==> config.mk <==
export PLATFORM = sky130hd
export DESIGN_NAME = i2c_master_adc_dac_transfer_flat
export DESIGN_NICKNAME = d
export VERILOG_FILES = /design/src/hdl/i2cad_pkg.sv /design/src/hdl/i2cad_if.sv /design/src/hdl/i2cad_front.sv /design/src/hdl/i2cad_queue.sv /design/src/hdl/i2cad_seq.sv /design/src/hdl/i2c_master_adc_dac_transfer.sv /design/src/flat_wrapper.sv
export VERILOG_INCLUDE_DIRS = /design/src /design/src/hdl
export SDC_FILE = /design/constraint.sdc
export NUM_CORES = 1
export LEC_CHECK = 0
export ABC_AREA = 1
export BUFFER_PORTS_ARGS = -buffer_cell sky130_fd_sc_hd__buf_2
export CORE_MARGIN = 2
export CORE_UTILIZATION = 45
export CTS_BUF_LIST = sky130_fd_sc_hd__clkbuf_8
export DETAILED_ROUTE_END_ITERATION = 10
export PLACE_DENSITY = 0.64
export SYNTH_ARGS = -nofsm -noshare
export SYNTH_HDL_FRONTEND = slang
export SYNTH_SLANG_ARGS = --single-unit
==> constraint.sdc <==
create_clock -name clk -period 3.4 [get_ports clk]
set_input_delay 0.68 -clock clk [delete_from_list [all_inputs] [get_ports clk]]
set_output_delay 0.68 -clock clk [all_outputs]
set_load 0.02 [all_outputs]
==> src/hdl/i2c_master_adc_dac_transfer_defines.svh <==
// Assertion macros shared by the bus master RTL.
// No dependencies; included by the modules that carry checks.
`ifndef I2C_MASTER_ADC_DAC_TRANSFER_DEFINES_SVH
`define I2C_MASTER_ADC_DAC_TRANSFER_DEFINES_SVH

// Same-cycle implication, checked outside reset.
`define I2CAD_ASSERT_IMPL(label, clk, rst_n, ante, cons, msg) \
	label: assert property (@(posedge clk) disable iff (!rst_n) (ante) |-> (cons)) \
		else $error(msg);

// Next-cycle implication, checked outside reset.
`define I2CAD_ASSERT_NEXT(label, clk, rst_n, ante, cons, msg) \
	label: assert property (@(posedge clk) disable iff (!rst_n) (ante) |=> (cons)) \
		else $error(msg);

`endif

==> src/hdl/i2cad_pkg.sv <==
// Shared types and constants of the bus master.
// No dependencies.
`default_nettype none
package i2cad_pkg;

	localparam int QUEUE_DEPTH_DEF = 2;

	localparam logic [6:0] DEV_ADDR_RESET  = 7'd72;
	localparam logic [7:0] ACK_LIMIT_RESET = 8'd250;

	localparam int CFG_IDX_W  = 1;
	localparam int CFG_DATA_W = 8;

	typedef enum logic [CFG_IDX_W-1:0] {
		CFG_DEV_ADDR  = 1'b0,
		CFG_ACK_LIMIT = 1'b1
	} cfg_idx_t;

	typedef enum logic [1:0] {
		KIND_SET_CTL   = 2'd0,
		KIND_READ_ADC  = 2'd1,
		KIND_WRITE_DAC = 2'd2,
		KIND_NONE      = 2'd3
	} kind_t;

	typedef enum logic [1:0] {
		OP_TICK = 2'd0,
		OP_REQ  = 2'd1,
		OP_NOP  = 2'd2
	} op_t;

	typedef struct packed {
		op_t        op;
		kind_t      kind;
		logic [7:0] ctl;
		logic [7:0] dac;
		logic       sda_in;
	} entry_t;

	typedef struct packed {
		logic [6:0] dev_addr;
		logic [7:0] ack_limit;
	} cfg_t;

endpackage
`default_nettype wire

==> src/hdl/i2cad_if.sv <==
// Stream interfaces for request items and result items.
// Depends on i2cad_pkg.
`default_nettype none
interface i2cad_req_if;
	import i2cad_pkg::*;
	logic       valid;
	logic       ready;
	logic       cmd;
	logic [1:0] kind;
	logic [7:0] control_byte;
	logic [7:0] dac_byte;
	logic       sda_in;
	modport source (output valid, cmd, kind, control_byte, dac_byte, sda_in, input ready);
	modport sink (input valid, cmd, kind, control_byte, dac_byte, sda_in, output ready);
endinterface

interface i2cad_res_if;
	import i2cad_pkg::*;
	logic       valid;
	logic       ready;
	logic       scl;
	logic       sda_out;
	logic       busy_res;
	logic       done_res;
	logic [7:0] read_data;
	logic       ack_missing;
	modport source (output valid, scl, sda_out, busy_res, done_res, read_data, ack_missing,
		input ready);
	modport sink (input valid, scl, sda_out, busy_res, done_res, read_data, ack_missing,
		output ready);
endinterface
`default_nettype wire

==> src/hdl/i2cad_front.sv <==
// Front end: accept request items and classify them into queue entries.
// Depends on i2cad_pkg and i2cad_if.
`default_nettype none
module i2cad_front (
	i2cad_req_if.sink           req,
	output i2cad_pkg::entry_t   push_entry,
	output logic                push,
	input  logic                queue_full
);
	import i2cad_pkg::*;

	op_t op;

	// Unknown request kinds collapse into a no-op here so the back end sees clean codes.
	always_comb begin
		if (!req.cmd) begin
			op = OP_TICK;
		end else if (kind_t'(req.kind) == KIND_NONE) begin
			op = OP_NOP;
		end else begin
			op = OP_REQ;
		end
	end

	assign req.ready         = !queue_full;
	assign push              = req.valid && !queue_full;
	assign push_entry.op     = op;
	assign push_entry.kind   = kind_t'(req.kind);
	assign push_entry.ctl    = req.control_byte;
	assign push_entry.dac    = req.dac_byte;
	assign push_entry.sda_in = req.sda_in;

endmodule
`default_nettype wire

==> src/hdl/i2cad_queue.sv <==
// Short entry queue between front end and sequencer.
// Depends on i2cad_pkg and the assertion macro header.
`default_nettype none
`include "i2c_master_adc_dac_transfer_defines.svh"
module i2cad_queue #(
	parameter int DEPTH = i2cad_pkg::QUEUE_DEPTH_DEF
) (
	input  logic              clk,
	input  logic              arst_n,
	input  logic              push,
	input  i2cad_pkg::entry_t push_entry,
	output logic              full,
	output logic              pop_valid,
	input  logic              pop_ready,
	output i2cad_pkg::entry_t pop_entry
);
	import i2cad_pkg::*;

	localparam int AW = (DEPTH > 1) ? $clog2(DEPTH) : 1;
	localparam int CW = $clog2(DEPTH + 1);
	localparam logic [AW-1:0] LAST = AW'(DEPTH - 1);
	localparam logic [CW-1:0] FULL_CNT = CW'(DEPTH);

	entry_t        mem_q [DEPTH];
	logic [AW-1:0] wr_ptr_q;
	logic [AW-1:0] rd_ptr_q;
	logic [CW-1:0] count_q;
	logic          pop;

	assign full      = (count_q == FULL_CNT);
	assign pop_valid = (count_q != '0);
	assign pop       = pop_valid && pop_ready;
	assign pop_entry = mem_q[rd_ptr_q];

	always_ff @(posedge clk) begin
		if (push) begin
			mem_q[wr_ptr_q] <= push_entry;
		end
	end

	always_ff @(posedge clk or negedge arst_n) begin
		if (!arst_n) begin
			wr_ptr_q <= '0;
			rd_ptr_q <= '0;
			count_q  <= '0;
		end else begin
			if (push) begin
				wr_ptr_q <= (wr_ptr_q == LAST) ? '0 : wr_ptr_q + 1'b1;
			end
			if (pop) begin
				rd_ptr_q <= (rd_ptr_q == LAST) ? '0 : rd_ptr_q + 1'b1;
			end
			if (push && !pop) begin
				count_q <= count_q + 1'b1;
			end else if (pop && !push) begin
				count_q <= count_q - 1'b1;
			end
		end
	end

	`I2CAD_ASSERT_IMPL(a_count_bound, clk, arst_n, 1'b1, count_q <= FULL_CNT, "queue overfilled")
	`I2CAD_ASSERT_IMPL(a_no_push_full, clk, arst_n, full, !push, "push into full queue")
	`I2CAD_ASSERT_NEXT(a_ptr_track, clk, arst_n, pop && !push && count_q == CW'(1), wr_ptr_q == rd_ptr_q, "pointers diverge on empty")

endmodule
`default_nettype wire

==> src/hdl/i2cad_seq.sv <==
// Back end: bus phase sequencer, at most one phase step per queued item,
// with its line levels and status held as the result register.
// Depends on i2cad_pkg, i2cad_if and the assertion macro header.
`default_nettype none
`include "i2c_master_adc_dac_transfer_defines.svh"
module i2cad_seq (
	input  logic              clk,
	input  logic              arst_n,
	input  i2cad_pkg::cfg_t   cfg,
	input  logic              q_valid,
	output logic              q_ready,
	input  i2cad_pkg::entry_t q_entry,
	i2cad_res_if.source       res
);
	import i2cad_pkg::*;

	typedef enum logic [3:0] {
		PH_IDLE     = 4'd0,
		PH_START_B  = 4'd1,
		PH_S_LOW    = 4'd2,
		PH_S_DATA   = 4'd3,
		PH_S_HIGH   = 4'd4,
		PH_S_FALL   = 4'd5,
		PH_W_REL    = 4'd6,
		PH_W_HIGH   = 4'd7,
		PH_W_POLL   = 4'd8,
		PH_R_LOW    = 4'd9,
		PH_R_HIGH   = 4'd10,
		PH_R_SAMPLE = 4'd11,
		PH_R_FALL   = 4'd12,
		PH_P_A      = 4'd13,
		PH_P_B      = 4'd14
	} phase_t;

	phase_t     phase_q, phase_d;
	logic [3:0] bit_cnt_q, bit_cnt_d, bit_inc;
	logic [7:0] shift_q, shift_d;
	logic [1:0] byte_idx_q, byte_idx_d;
	logic [7:0] wait_q, wait_d;
	kind_t      kind_q, kind_d;
	logic [7:0] ctl_q, ctl_d;
	logic [7:0] dac_q, dac_d;
	logic [7:0] result_q, result_d;
	logic       ack_q, ack_d;
	logic       scl_q, scl_d;
	logic       sda_q, sda_d;
	logic       done_q, done_d;
	logic       busy_q;
	logic       out_valid_q;
	logic       pop;

	function automatic logic [7:0] byte_for(input logic [1:0] idx, input kind_t k,
		input logic [6:0] addr, input logic [7:0] c, input logic [7:0] d);
		logic [7:0] wr;
		wr = {addr, 1'b0};
		if (idx == 2'd0) begin
			byte_for = (k == KIND_READ_ADC) ? (wr | 8'h01) : wr;
		end else if (idx == 2'd1) begin
			byte_for = c;
		end else begin
			byte_for = d;
		end
	endfunction

	assign q_ready = !out_valid_q || res.ready;
	assign pop     = q_valid && q_ready;
	assign bit_inc = bit_cnt_q + 4'd1;

	always_comb begin
		phase_d    = phase_q;
		bit_cnt_d  = bit_cnt_q;
		shift_d    = shift_q;
		byte_idx_d = byte_idx_q;
		wait_d     = wait_q;
		kind_d     = kind_q;
		ctl_d      = ctl_q;
		dac_d      = dac_q;
		result_d   = result_q;
		ack_d      = ack_q;
		scl_d      = scl_q;
		sda_d      = sda_q;
		done_d     = 1'b0;
		case (q_entry.op)
			OP_REQ: begin
				if (phase_q == PH_IDLE) begin
					kind_d  = q_entry.kind;
					ctl_d   = q_entry.ctl;
					dac_d   = q_entry.dac;
					ack_d   = 1'b0;
					sda_d   = 1'b1;
					scl_d   = 1'b1;
					phase_d = PH_START_B;
				end
			end
			OP_TICK: begin
				unique case (phase_q)
					PH_IDLE: begin
					end
					PH_START_B: begin
						sda_d      = 1'b0;
						byte_idx_d = 2'd0;
						shift_d    = byte_for(2'd0, kind_q, cfg.dev_addr, ctl_q, dac_q);
						phase_d    = PH_S_LOW;
					end
					PH_S_LOW: begin
						scl_d     = 1'b0;
						bit_cnt_d = 4'd0;
						phase_d   = PH_S_DATA;
					end
					PH_S_DATA: begin
						sda_d   = shift_q[7];
						shift_d = {shift_q[6:0], 1'b0};
						phase_d = PH_S_HIGH;
					end
					PH_S_HIGH: begin
						scl_d   = 1'b1;
						phase_d = PH_S_FALL;
					end
					PH_S_FALL: begin
						scl_d     = 1'b0;
						bit_cnt_d = bit_inc;
						phase_d   = (bit_inc >= 4'd8) ? PH_W_REL : PH_S_DATA;
					end
					PH_W_REL: begin
						sda_d   = 1'b1;
						phase_d = PH_W_HIGH;
					end
					PH_W_HIGH: begin
						scl_d   = 1'b1;
						wait_d  = cfg.ack_limit;
						phase_d = PH_W_POLL;
					end
					PH_W_POLL: begin
						if (q_entry.sda_in && wait_q != 8'd0) begin
							wait_d = wait_q - 8'd1;
						end else begin
							if (q_entry.sda_in) begin
								ack_d = 1'b1;
							end
							scl_d = 1'b0;
							if (kind_q == KIND_READ_ADC) begin
								phase_d = PH_R_LOW;
							end else if ((kind_q == KIND_SET_CTL && byte_idx_q >= 2'd1) ||
								byte_idx_q >= 2'd2) begin
								phase_d = PH_P_A;
							end else begin
								byte_idx_d = byte_idx_q + 2'd1;
								shift_d    = byte_for(byte_idx_q + 2'd1, kind_q, cfg.dev_addr,
									ctl_q, dac_q);
								phase_d    = PH_S_LOW;
							end
						end
					end
					PH_R_LOW: begin
						scl_d     = 1'b0;
						bit_cnt_d = 4'd0;
						phase_d   = PH_R_HIGH;
					end
					PH_R_HIGH: begin
						sda_d   = 1'b1;
						scl_d   = 1'b1;
						phase_d = PH_R_SAMPLE;
					end
					PH_R_SAMPLE: begin
						shift_d = {shift_q[6:0], q_entry.sda_in};
						phase_d = PH_R_FALL;
					end
					PH_R_FALL: begin
						scl_d     = 1'b0;
						bit_cnt_d = bit_inc;
						if (bit_inc >= 4'd8) begin
							result_d = shift_q;
							phase_d  = PH_P_A;
						end else begin
							phase_d = PH_R_HIGH;
						end
					end
					PH_P_A: begin
						sda_d   = 1'b0;
						scl_d   = 1'b1;
						phase_d = PH_P_B;
					end
					PH_P_B: begin
						sda_d   = 1'b1;
						done_d  = 1'b1;
						phase_d = PH_IDLE;
					end
					default: begin
						phase_d = PH_IDLE;
					end
				endcase
			end
			default: begin
			end
		endcase
	end

	always_ff @(posedge clk or negedge arst_n) begin
		if (!arst_n) begin
			phase_q     <= PH_IDLE;
			bit_cnt_q   <= '0;
			shift_q     <= '0;
			byte_idx_q  <= '0;
			wait_q      <= '0;
			kind_q      <= KIND_SET_CTL;
			ctl_q       <= '0;
			dac_q       <= '0;
			result_q    <= '0;
			ack_q       <= 1'b0;
			scl_q       <= 1'b1;
			sda_q       <= 1'b1;
			done_q      <= 1'b0;
			busy_q      <= 1'b0;
			out_valid_q <= 1'b0;
		end else begin
			if (pop) begin
				phase_q     <= phase_d;
				bit_cnt_q   <= bit_cnt_d;
				shift_q     <= shift_d;
				byte_idx_q  <= byte_idx_d;
				wait_q      <= wait_d;
				kind_q      <= kind_d;
				ctl_q       <= ctl_d;
				dac_q       <= dac_d;
				result_q    <= result_d;
				ack_q       <= ack_d;
				scl_q       <= scl_d;
				sda_q       <= sda_d;
				done_q      <= done_d;
				busy_q      <= (phase_d != PH_IDLE);
				out_valid_q <= 1'b1;
			end else if (res.ready) begin
				out_valid_q <= 1'b0;
			end
		end
	end

	assign res.valid       = out_valid_q;
	assign res.scl         = scl_q;
	assign res.sda_out     = sda_q;
	assign res.busy_res    = busy_q;
	assign res.done_res    = done_q;
	assign res.read_data   = result_q;
	assign res.ack_missing = ack_q;

	`I2CAD_ASSERT_IMPL(a_idle_lines_high, clk, arst_n, phase_q == PH_IDLE, scl_q && sda_q, "bus not released while idle")
	`I2CAD_ASSERT_IMPL(a_done_ends, clk, arst_n, done_q, !busy_q && phase_q == PH_IDLE, "done while still busy")
	`I2CAD_ASSERT_NEXT(a_req_clears_ack, clk, arst_n, pop && q_entry.op == OP_REQ && phase_q == PH_IDLE, !ack_q && busy_q, "request did not start cleanly")

endmodule
`default_nettype wire

==> src/hdl/i2c_master_adc_dac_transfer.sv <==
// Top level of the bus master: configuration registers, front end, queue, sequencer.
// Depends on i2cad_pkg, i2cad_if, i2cad_front, i2cad_queue, i2cad_seq.
//
// Channel   Dir  Handshake    Payload
// req       in   valid/ready  cmd, kind, control_byte, dac_byte, sda_in
// res       out  valid/ready  scl, sda_out, busy_res, done_res, read_data, ack_missing
// cfg       in   cfg_we       cfg_index, cfg_wdata (no read-back)
//
// One item per cycle sustained while res is ready; each item moves the bus sequencer
// by at most one phase and yields one result item, registered by the queue write
// and then by the sequencer step, a single phase update that sets the per-item cost.
// Reset clears all control state and returns both lines to released; no clearing pass.
// When res stalls, the result register holds, then up to QUEUE_DEPTH items pile up in
// the queue before req.ready drops.
`default_nettype none
module i2c_master_adc_dac_transfer #(
	parameter int QUEUE_DEPTH = i2cad_pkg::QUEUE_DEPTH_DEF
) (
	input  logic                                 clk,
	input  logic                                 arst_n,
	i2cad_req_if.sink                            req,
	i2cad_res_if.source                          res,
	input  logic                                 cfg_we,
	input  logic [i2cad_pkg::CFG_IDX_W-1:0]      cfg_index,
	input  logic [i2cad_pkg::CFG_DATA_W-1:0]     cfg_wdata
);
	import i2cad_pkg::*;

	cfg_t   cfg_q;
	entry_t push_entry;
	entry_t pop_entry;
	logic   push;
	logic   queue_full;
	logic   q_valid;
	logic   q_ready;

	// Configuration registers; the user must write them only while the bus is idle,
	// which the block itself does not enforce, so the sequencer reads them directly.
	always_ff @(posedge clk or negedge arst_n) begin
		if (!arst_n) begin
			cfg_q.dev_addr  <= DEV_ADDR_RESET;
			cfg_q.ack_limit <= ACK_LIMIT_RESET;
		end else if (cfg_we) begin
			unique case (cfg_idx_t'(cfg_index))
				CFG_DEV_ADDR:  cfg_q.dev_addr  <= cfg_wdata[6:0];
				CFG_ACK_LIMIT: cfg_q.ack_limit <= cfg_wdata[7:0];
				default: begin
				end
			endcase
		end
	end

	// Front end: classify ticks, requests and ignored request kinds.
	i2cad_front u_front (
		.req        (req),
		.push_entry (push_entry),
		.push       (push),
		.queue_full (queue_full)
	);

	// Decouple the accepting side from the sequencer and its result register.
	i2cad_queue #(
		.DEPTH (QUEUE_DEPTH)
	) u_queue (
		.clk        (clk),
		.arst_n     (arst_n),
		.push       (push),
		.push_entry (push_entry),
		.full       (queue_full),
		.pop_valid  (q_valid),
		.pop_ready  (q_ready),
		.pop_entry  (pop_entry)
	);

	// Back end: step the bus phases and hold the result item.
	i2cad_seq u_seq (
		.clk     (clk),
		.arst_n  (arst_n),
		.cfg     (cfg_q),
		.q_valid (q_valid),
		.q_ready (q_ready),
		.q_entry (pop_entry),
		.res     (res)
	);

endmodule
`default_nettype wire

==> src/flat_wrapper.sv <==
// flat-port wrapper written by rule: the top's interface ports become plain ports
module i2c_master_adc_dac_transfer_flat import i2cad_pkg::*;
#(
	parameter int QUEUE_DEPTH = i2cad_pkg::QUEUE_DEPTH_DEF
)
  (clk, arst_n, cfg_we, cfg_index, cfg_wdata, req_valid, req_cmd, req_kind, req_control_byte, req_dac_byte, req_sda_in, req_ready, res_valid, res_scl, res_sda_out, res_busy_res, res_done_res, res_read_data, res_ack_missing, res_ready);
  i2cad_req_if req_i ();
  i2cad_res_if res_i ();
  input  logic clk;
  input  logic arst_n;
  input  logic cfg_we;
  input  logic [i2cad_pkg::CFG_IDX_W-1:0] cfg_index;
  input  logic [i2cad_pkg::CFG_DATA_W-1:0] cfg_wdata;
  input wire logic [$bits(req_i.valid)-1:0] req_valid;
  input wire logic [$bits(req_i.cmd)-1:0] req_cmd;
  input wire logic [$bits(req_i.kind)-1:0] req_kind;
  input wire logic [$bits(req_i.control_byte)-1:0] req_control_byte;
  input wire logic [$bits(req_i.dac_byte)-1:0] req_dac_byte;
  input wire logic [$bits(req_i.sda_in)-1:0] req_sda_in;
  output wire logic [$bits(req_i.ready)-1:0] req_ready;
  output wire logic [$bits(res_i.valid)-1:0] res_valid;
  output wire logic [$bits(res_i.scl)-1:0] res_scl;
  output wire logic [$bits(res_i.sda_out)-1:0] res_sda_out;
  output wire logic [$bits(res_i.busy_res)-1:0] res_busy_res;
  output wire logic [$bits(res_i.done_res)-1:0] res_done_res;
  output wire logic [$bits(res_i.read_data)-1:0] res_read_data;
  output wire logic [$bits(res_i.ack_missing)-1:0] res_ack_missing;
  input wire logic [$bits(res_i.ready)-1:0] res_ready;
  assign req_i.valid = req_valid;
  assign req_i.cmd = req_cmd;
  assign req_i.kind = req_kind;
  assign req_i.control_byte = req_control_byte;
  assign req_i.dac_byte = req_dac_byte;
  assign req_i.sda_in = req_sda_in;
  assign req_ready = req_i.ready;
  assign res_valid = res_i.valid;
  assign res_scl = res_i.scl;
  assign res_sda_out = res_i.sda_out;
  assign res_busy_res = res_i.busy_res;
  assign res_done_res = res_i.done_res;
  assign res_read_data = res_i.read_data;
  assign res_ack_missing = res_i.ack_missing;
  assign res_i.ready = res_ready;
  i2c_master_adc_dac_transfer #(.QUEUE_DEPTH(QUEUE_DEPTH)) u_core (.clk(clk), .arst_n(arst_n), .req(req_i), .res(res_i), .cfg_we(cfg_we), .cfg_index(cfg_index), .cfg_wdata(cfg_wdata));
endmodule
# Word-level counts from Yosys, hierarchy flattened
# Memory sizes are Yosys's and may differ from the RTL's.
# Cells that the tools add are included.
# word_totals
ff_bits,77
latch_bits,0
mem_bits_rw,42
mem_bits_ro,0
input_bits,34
memories,1
# classes
add_sub_neg,7
multipliers,0
div_mod_pow,0
order_cmp,3
n_eq_ne,30
n_shift,0
mux,45
bitwise_logic,1
n_reduce_logical,43
# mem_list
memory,words,width,rd,rd_ports_with_merged_regs,wr,line,source
u_core.u_queue.mem_q,2,21,1,0,1,i2cad_queue.sv:24,entry_t mem_q [DEPTH];
# ops
op,n
one-hot mux 4 bit (14 select lines),1
two-way mux 8 bit,6
one-hot mux 8 bit (4 select lines),1
equality test 4 bit (second input constant),7
AND reduction 6 bit,3
equality test 4 x 3 -> 1 bit (second input constant),4
two-way mux 4 bit,4
one-hot mux 4 bit (2 select lines),2
one-hot mux 8 bit (2 select lines),1
two-way mux 1 bit,15
two-way mux 2 bit,7
inequality test 2 bit (second input constant),7
nonzero test 2 bit,7
AND reduction 4 bit,3
equality test 4 x 2 -> 1 bit (second input constant),2
inequality test 4 x 3 -> 1 bit (second input constant),2
nonzero test 4 bit,2
nonzero test 8 bit,1
OR reduction 4 bit,2
subtractor 8 x 1 -> 8 bit (second input constant),1
equality test 2 x 1 -> 1 bit (second input constant),3
logical AND 1 bit,6
logical NOT 2 bit,3
two-way mux 3 bit,2
other kinds (23),37

# Depth between registers and ports, before layout
# Gate-level depths: netlist (run 1).
# logic_depth
ltp_word,9
ltp_mapped,16
depth_no_buf,15

# Hierarchy
# Synthesis (run 1) repeated with hierarchy kept, for this count alone.
# unflattened
cells_unflattened,604
area_unflattened_um2,5795.6
# by_module_without_submodules
mod,n_inst,cells_each,area_per_inst_um2,seq_area_each_um2
i2cad_seq,1,375,3236.9,1453.9
i2cad_queue,1,137,1749.2,1361.3
i2c_master_adc_dac_transfer,1,66,639.4,385.4
i2cad_front,1,26,170.2,0.0

# Worst setup path before layout (run 1)
# OpenSTA, ideal clock, no wires.
# synth_path
path_type,in2reg
from,input req_valid
to,memory u_core.u_queue.mem_q[1][0] in the netlist's numbering (enable)
arrival_time_ns,1.697
required_ns,3.000
path_slack_ns,1.303
cell_stages,2
path_cell_list,nand2_1 nor2_1
# synth_between
elab_chain_len,3
# synth_lines
element,line,source
start: declaration,flat_wrapper.sv:14,input wire logic [$bits(req_i.valid)-1:0] req_valid;
logical AND 1 bit,i2cad_front.sv:26,assign push = req.valid && !queue_full;
two-way mux 1 bit,i2cad_queue.sv:36,if (push) begin
two-way mux 1 bit (not written as such),i2cad_queue.sv:37,mem_q[wr_ptr_q] <= push_entry;
end: declaration,i2cad_queue.sv:24,
# No other way between the ends.

# Worst setup path after layout (run 1)
# layout_path
from,register u_core.u_seq.byte_idx_q[0]
to,register u_core.u_seq.busy_q (netlist: u_core.u_seq.res.busy_res)
# layout_between
elab_chain_len,9
elab_cells_between_ends,10
cone_classes,2 x order compare; 5 x mux; 3 x reduce/logical
# layout_lines
element,line,source
start: declaration,i2cad_seq.sv:38,"logic [1:0] byte_idx_q, byte_idx_d;"
start signal: assignment,i2cad_seq.sv:220,byte_idx_q <= byte_idx_d;
>= comparator 2 x 1 -> 1 bit,i2cad_seq.sv:143,end else if ((kind_q == KIND_SET_CTL && byte_idx_q >= 2'd1) ||
logical AND 1 bit,i2cad_seq.sv:143,
logical OR 1 bit *,i2cad_seq.sv:143,
two-way mux 4 bit *,i2cad_seq.sv:143,
two-way mux 4 bit *,i2cad_seq.sv:141,if (kind_q == KIND_READ_ADC) begin
two-way mux 4 bit *,i2cad_seq.sv:134,if (q_entry.sda_in && wait_q != 8'd0) begin
one-hot mux 4 bit (14 select lines) *,i2cad_seq.sv:96,unique case (phase_q)
one-hot mux 4 bit (2 select lines) *,i2cad_seq.sv:83,case (q_entry.op)
nonzero test 4 bit *,i2cad_seq.sv:230,busy_q <= (phase_d != PH_IDLE);
end signal: assignment,i2cad_seq.sv:230,
end: declaration,i2cad_seq.sv:48,logic busy_q;
# Every way passes the cells marked *; elsewhere a longest branch is shown, timed or not.
# A chain may end at the register's enable or synchronous reset.

==> results.cfg, run 1 <==
[cells_and_area]
final_cell_mix = 156 x nand2_1, 67 x dfrtp_1, 55 x nor2_1
seq_area_mm2 = 0.00320
fin_util = 0.525
final_common_cell = nand2_1
area_delta_synth_final_pct = 14.3
diodes = 0
nets = 673
final_layout_size_suffix_gt1_frac = 0.218
multi_input_area_mm2 = 0.00197
instances_no_fill = 793
fillers = 1115

[synth]
syn_avg_cell_area_um2 = 9.53
synth.distinct_cells = 48
synthCells = 579
async_flop_share = 0.647
ys_seq_elements = 119
synth_seq_area_share = 0.580
ys.warnings.count = 0
synth_edf_count = 42
synthTopCellsByArea = dfrtp_1 30%, edfxtp_1 23%, nand2_1 11%
synth_top_area_cell = dfrtp_1
syn_area_mm2 = 0.00552
synth_ff_type = dfrtp_1
synth_top_area_frac = 0.304
synth_fp_nets = 619

[pwr]
clkPwrFrac = 0.260
p_comb_frac = 0.333
swShare = 0.371
peakVddDrop_mv = 0.341
p_sw_uw = 2010
total_power_uw = 5410
power_frac_seq = 0.407
p_leak_uw = 0.00289
p_int_uw = 3400
p_per_area_mw_per_mm2 = 858

[global_routing]
grt_usage = 0.181
grt_max_degree = 78
grt_pass1_vias = 3892
grt_pass1_wl_um = 18500
antenna_found_initial = 0
grt_overflow = 0

[timing]
period_share = 0.614
clock-skew-final_ns = 0.0143
slew_headroom = 0.344
setup_violations = 0
fin_hold_ws_ns = 0.412
drv_slew = 0
fin_setup_tns_ns = 0
hold_viol = 0
period_needed_ns = 2.09
rsz0062_at_grt = false
fmax_mhz = 479
tightest_slew_ns = 0.985

[floorplan]
fp.dieW_um = 115
rows = 40
die_y_um = 115
die_area_mm2 = 0.0132
coreArea_mm2 = 0.0120
ioPinCount = 49
start_util = 0.460

[clock_network]
cts_buffers = 17
cts_buffer_depth = 2
tritoncts = built
clkTransAtPathRegs_ns = 0.08
cts-htree-levels = 4
cts.sinks = 119
cts_resized = 0
hold_buffers = 0
post_cts_buffers = 0
cts_root_buffer = clkbuf_8
clk_latency_ns = 0.42

[worst_setup_path]
worstReg2RegStart = u_core.u_seq.byte_idx_q[0]
worstSetupStartpoint = u_core.u_seq.byte_idx_q[0]
critPathLaunchType = register
endpoint_kind = register
path_class = reg2reg
crit_arrival_ns = 2.41
critPathMaxFanout = 9
reg2regPathDepth = 15
r2r_slack_ns = 1.31
cp_cell_sequence = inv_1, ha_1, inv_2, nand2_1, nand2_1, nor2_1, nand2_1, nand2_2, nand2_1, nand2_1, nand2_1, nor2_1, nand3_1, nand2_1, inv_1
required_ns = 3.72
crit_path_frequent_cell = nand2_1
r2r_end = u_core.u_seq.res.busy_res
critPathSlowestCell = dfrtp_1
crit_path_max_incr_delay_ns = 0.38

[run_status]
status = finished, final reports clean

[drt]
ant_nets = 0
viasPerCell = 5.13
via_count = 4066
routedWlPerCell_um = 13.8
drt-pass1-iter-count = 4
detail_route.iter0.violations = 202
drc = 0
routed_wl_um = 11000

[placement]
gp_congestion = 0.868
placed_cells = 761
hpwl_um = 7660
io_buffers = 48

[hold_path]
hp-class = in2async

[run]
cap_viol_max_count = 0
## through the flow
step / setup WS, ns / instance area, um2
after floorplan: 1.30 / 5520
after global placement: 1.25 / 5860
after detailed placement: 1.20 / 5860
after CTS: 1.30 / 6310
after global routing: 1.04 / 6310
final: 1.31 / 6310
## per-layer routing
| layer | track usage | vias to the layer above | part of all wire |
|---|---|---|---|
| met4 | 0.0530 | 0 | 0.011 |
| li1 | - | 2047 | - |
| met2 | 0.289 | 98 | 0.48 |
| met1 | 0.242 | 1911 | 0.46 |
| met5 | 0 | - | 0 |
| met3 | 0.0522 | 10 | 0.042 |
## registers in the layout, summed over array words and instances (netlist names), 2 cells and up
| register | count |
|---|---|
| u_core.u_seq.bit_cnt_q | 4 |
| u_core.u_queue.mem_q | 42 |
| u_core.u_seq.kind_q | 2 |
| u_core.u_seq.wait_q | 8 |
| u_core.u_seq.ctl_q | 8 |
| u_core.u_seq.dac_q | 8 |
| u_core.u_seq.byte_idx_q | 2 |
| u_core.u_seq.shift_q | 8 |
| u_core.u_seq.phase_q | 4 |
| u_core.cfg_q | 15 |
| u_core.u_queue.count_q | 2 |
| u_core.u_seq.res.read_data | 8 |
## final cells by class
class	instances	share of cell area
clock buffers	21	0.0458
multi-input cells	382	0.313
inverters	62	0.0381
flip-flops and latches	119	0.507
clock inverters	11	0.0244
repair buffers	51	0.0421
well taps	147	0.0292
## synthesized netlist by cell type (2+ instances only)
master and count:
o221ai_1 3, nand3_4 2, nor2_4 5, nand4_1 3, a21oi_1 24, clkbuf_1 6, nor2_2 3, a31oi_2 2
or2_2 3, a221oi_1 5, buf_6 4, nor2_1 55, o211ai_1 2, nand2_1 156, o21ai_0 30, dfstp_2 10
nand3_1 15, o22ai_1 4, nand2_2 7, buf_4 3, xor2_1 3, a31oi_1 21, o21ai_2 11, inv_2 8
clkinv_2 2, edfxtp_1 42, inv_1 51, o21ai_1 6, ha_1 6, dfrtp_1 67, buf_2 3
## cells by family after synthesis
logic type | after synthesis | share of synthesized area
compound gates | 117 | 0.136
mux | 1 | 0.00204
flops | 119 | 0.580
simple gates | 254 | 0.200
xor+xnor | 4 | 0.00635
buf+inv | 78 | 0.0626
fa+ha+maj | 6 | 0.0136
## worst max path at each step
stage	endpoint	slack [ns]
2_1_floorplan	u_core.u_queue.mem_q[1][0]	1.30
3_3_place_gp	u_core.u_seq.kind_q[1]	1.25
3_5_place_dp	u_core.u_seq.ctl_q[0]	1.20
4_1_cts	u_core.u_seq.ctl_q[0]	1.30
5_1_grt	u_core.u_seq.res.busy_res	1.04
6_report	u_core.u_seq.res.busy_res	1.31
## critical path: cells and delay by family, from the launching register on
family	cells	cell delay [ns]
simple gates	11	0.94
buf+inv	3	0.29
fa+ha+maj	1	0.36
flops	1	0.38
## power groups by stage
stage          Clock [uW]  Sequential (uW)  Combinational, uW
5_1_grt              1510             2250               2060
6_report             1400             2200               1800
3_3_place_gp            0             2220               1780
3_5_place_dp            0             2230               1800
2_1_floorplan           0             2210               1370
4_1_cts              1440             2200               1810
Note: power is estimated with default switching activity, not from simulation.
==> inputs of run 2 (changes only) <==
- PLACE_DENSITY: 0.64 -> 0.66
- clock period: 3.4 -> 1.9 ns (I/O delays scaled with it)
==> results.cfg, run 2 (synthesis results as in run 1) <==
[worst_setup_path]
r2r_end = u_core.u_seq.res.busy_res
required_ns = 2.23
critPathLaunchType = register
r2r_slack_ns = 0.17
worstReg2RegStart = u_core.u_seq.byte_idx_q[1]
path_class = reg2reg
critPathMaxFanout = 5
crit_arrival_ns = 2.06
endpoint_kind = register
reg2regPathDepth = 15

[placement]
gp_congestion = 0.896
place_area_mm2 = 0.00598
io_buffers = 48
hpwl_um = 8210
dp_slack_ns = 0.101

[drt]
viasPerCell = 5.07
drc = 0
drt-pass1-iter-count = 4
routedWlPerCell_um = 14.0
routed_wl_um = 11300
detail_route.iter0.violations = 236
via_count = 4083
ant_nets = 0

[timing]
hold_viol = 0
tightest_slew_ns = 0.451
slew_headroom = 0.699
setup_ws_ns = 0.167
rsz0062_at_grt = true
period_share = 0.912
period_needed_ns = 1.73
fin_setup_tns_ns = 0
setup_violations = 0
fmax_mhz = 577
drv_slew = 0
clock-skew-final_ns = 0.00762

[cells_and_area]
fillers = 1099
final_layout_size_suffix_gt1_frac = 0.238
multi_input_area_mm2 = 0.00199
seq_area_mm2 = 0.00320
area_delta_synth_final_pct = 15.8
final_area_mm2 = 0.00639
largest_register = u_core.u_queue.mem_q
largest_reg_flops = 42
final_common_cell = nand2_1
final_cell_mix = 156 x nand2_1, 65 x dfrtp_1, 54 x inv_1
diodes = 0
nets = 686
reg_top3 = u_core.u_queue.mem_q: 42 flops, u_core.cfg_q: 15 flops

[clock_network]
cts_buffer_depth = 2
tritoncts = built
cts-htree-levels = 4
cts.sinks = 119
clkTransAtPathRegs_ns = 0.07
cts_root_buffer = clkbuf_8
cts_buffers = 17
clk_latency_ns = 0.43

[floorplan]
fp.dieW_um = 115
start_util = 0.460
die_area_mm2 = 0.0132
ioPinCount = 49
coreArea_mm2 = 0.0120
rows = 40
die_y_um = 115

[run]
cap_viol_max_count = 0

[pwr]
peakVddDrop_mv = 0.725
p_per_area_mw_per_mm2 = 1500
p_leak_uw = 0.00293

[run_status]
status = finished, final reports clean

[hold_path]
min_to = u_core.u_queue.mem_q[1][7]
worst_hold_path.num_cells = 1
hold_path.startpoint = req_dac_byte[6]
hp-class = in2reg

[global_routing]
grt_pass1_vias = 3915
grt_overflow = 0
grt_pass1_wl_um = 19000
grt_usage = 0.186
grt_max_degree = 40
antenna_found_initial = 0
## run 2: worst max-delay path, cell delays in order (launching register included)
cell and delay, ns:
dfrtp_2 0.44, inv_1 0.06, ha_1 0.17, inv_2 0.04, nand2_1 0.06, nand2_1 0.08
nor2_2 0.11, nand2_1 0.09, nand2_2 0.12, nand2_1 0.06, nand2_1 0.09, nand2_1 0.06
nor2_1 0.08, nand3_1 0.07, nand2_1 0.06, inv_1 0.03
## run 2: how the worst max path moves through the flow
stage                                     startpoint                         end  depth (start not counted)
after floorplan            u_core.u_queue.count_q[0]  u_core.u_queue.mem_q[1][0]                          4
after global placement       u_core.u_seq.phase_q[1]   u_core.u_seq.res.busy_res                         11
after detailed placement     u_core.u_seq.phase_q[1]      u_core.u_seq.wait_q[7]                          9
after CTS                    u_core.u_seq.phase_q[1]      u_core.u_seq.wait_q[7]                          9
after global routing      u_core.u_seq.byte_idx_q[1]   u_core.u_seq.res.busy_res                         15
final                     u_core.u_seq.byte_idx_q[1]   u_core.u_seq.res.busy_res                         15
## run 2: layer usage
metal,wire length (um),track usage,vias to the layer above
li1,-,-,2076
met1,5270,0.241,1927
met2,5400,0.309,71
met3,473,0.0480,9
met4,120,0.0618,0
met5,0,0,-
## run 2: final cells by class
| type | count | area share |
|---|---|---|
| inverter | 62 | 0.0378 |
| clock inverter | 15 | 0.0229 |
| tap | 147 | 0.0288 |
| multi-input combinational | 382 | 0.312 |
| sequential | 119 | 0.501 |
| clock buffer | 17 | 0.0366 |
| timing repair buffer | 64 | 0.0611 |
## run 2: per-stage QoR
step / total power, uW / std cells / hold slack (ns) / util
global placement: 7340 / 772 / 0.355 / 0.498
CTS: 9640 / 805 / 0.112 / 0.530
finish: 9600 / 806 / 0.136 / 0.532
global route: 10300 / 806 / 0.104 / 0.532
floorplan: 6400 / 579 / 0.0844 / -
detailed placement: 7390 / 772 / 0.361 / 0.498
## run 2: power breakdown
part	internal (uW)	switching, uW	leakage (uW)
registers	3490	478	0.00132
clock network	1260	966	0.000213
logic	1190	2210	0.00140
total	5940	3660	0.00293
## run 2: repair_timing
action,4_1_cts,5_1_grt
setup endpoints to repair,0,15
hold buffers,1,0
gates resized for setup,0,7
buffers inserted,0,1
hold endpoints to repair,28,0
==> inputs of run 3 (changes only) <==
- PLACE_DENSITY: 0.66 -> 0.72
==> results.cfg, run 3 (synthesis results as in run 1) <==
[drt]
drc = 0
via_count = 4221
detail_route.iter0.violations = 366
ant_nets = 0
routedWlPerCell_um = 14.0
drt-pass1-iter-count = 6
routed_wl_um = 11300
viasPerCell = 5.24

[floorplan]
fp.dieW_um = 115
ioPinCount = 49
die_area_mm2 = 0.0132
rows = 40
start_util = 0.460
die_y_um = 115
coreArea_mm2 = 0.0120

[placement]
hpwl_um = 8060
io_buffers = 48
gp_congestion = 0.873

[pwr]
p_leak_uw = 0.00296
p_per_area_mw_per_mm2 = 1550
total_power_uw = 10100
peakVddDrop_mv = 0.803

[clock_network]
cts.sinks = 119
clk_latency_ns = 0.44
cts_buffers = 17
post_cts_buffers = 0
cts-htree-levels = 4
clkTransAtPathRegs_ns = 0.07
tritoncts = built
cts_buffer_depth = 2
cts_root_buffer = clkbuf_8

[hold_path]
hp-class = in2reg

[timing]
setup_violations = 0
fin_hold_ws_ns = 0.133
slew_headroom = 0.717
clock-skew-final_ns = 0.00966
period_needed_ns = 1.76
fin_setup_tns_ns = 0
rsz0062_at_grt = false
drv_slew = 0
tightest_slew_ns = 0.424
hold_viol = 0
period_share = 0.926
fmax_mhz = 568

[cells_and_area]
final_layout_size_suffix_gt1_frac = 0.246
fin_util = 0.541
reg_top3 = u_core.u_queue.mem_q: 42 flops, u_core.cfg_q: 15 flops
largest_register = u_core.u_queue.mem_q
diodes = 0
nets = 686
final_common_cell = nand2_1
area_delta_synth_final_pct = 17.7
largest_reg_flops = 42
final_cell_mix = 156 x nand2_1, 66 x dfrtp_1, 50 x inv_1, 50 x nor2_1, 47 x buf_2

[worst_setup_path]
r2r_slack_ns = 0.14
endpoint_kind = register
crit_arrival_ns = 2.11
critPathMaxFanout = 14
required_ns = 2.25
critPathLaunchType = register
path_class = reg2reg

[run_status]
status = finished, final reports clean

[global_routing]
grt_pass1_wl_um = 19300
antenna_found_initial = 0
grt_overflow = 0
grt_max_degree = 38
grt_usage = 0.188
grt_pass1_vias = 4147

[run]
cap_viol_max_count = 0
==> run 3: power breakdown <==
group	internal, uW	switching [uW]	total (uW)
clock	1700	1050	2750
sequential	3490	463	3950
combinational	1160	2230	3390
total	6350	3740	10100
==> run 3: timing repair <==
| action | 4_1_cts | 5_1_grt |
|---|---|---|
| gates resized for setup | 0 | 7 |
| endpoints found under the setup margin | 0 | 18 |
| endpoints found under the hold margin | 24 | 0 |
| hold buffers | 1 | 0 |
==> run 3: final timing paths <==
check | startpoint | end | depth (start not counted)
min reg2reg | u_core.u_queue.count_q[0] | u_core.u_queue.count_q[0] | 1
max in group asynchronous | arst_n | u_core.cfg_q[4] | 3
max reg2reg | u_core.u_seq.phase_q[1] | u_core.u_seq.wait_q[2] | 9
min in group asynchronous | arst_n | u_core.u_seq.phase_q[0] | 2
min | req_dac_byte[7] | u_core.u_queue.mem_q[0][8] | 1
max | u_core.u_seq.phase_q[1] | u_core.u_seq.wait_q[2] | 9
==> run 3: layout make-up <==
class	instances	area (um2)
Clock inverter	15	249
Multi-Input combinational cell	382	1990
Sequential cell	119	3200
Inverter	62	241
Timing Repair Buffer	64	390
Clock buffer	17	234
Fill cell	1057	5520
Tap cell	147	184
==> run 3: through the flow <==
stage / worst slack (ns) / std cells / cell area, um2
finish: 0.140 / 806 / 6490
detailed placement: 0.104 / 773 / 5980
floorplan: 0.154 / 579 / 5530
global route: 0.00258 / 806 / 6490
global placement: 0.181 / 773 / 5980
CTS: 0.0915 / 806 / 6480
==> run 3: worst max-delay path, cell delays in order, from the launching register on <==
cell and delay (ns):
dfrtp_1 0.50, nor2_4 0.26, nand2_4 0.14, inv_6 0.12, nand3_4 0.09, o21ai_2 0.07, nand2_2 0.11, inv_4 0.16
nor2_1 0.07, a31oi_1 0.16
==> run 3: metal layers <==
metal	up-vias	wire, um	global-route usage
met5	-	0	0
li1	2081	-	-
met4	0	226	0.0747
met2	146	5410	0.302
met3	22	674	0.0511
met1	1972	4950	0.245
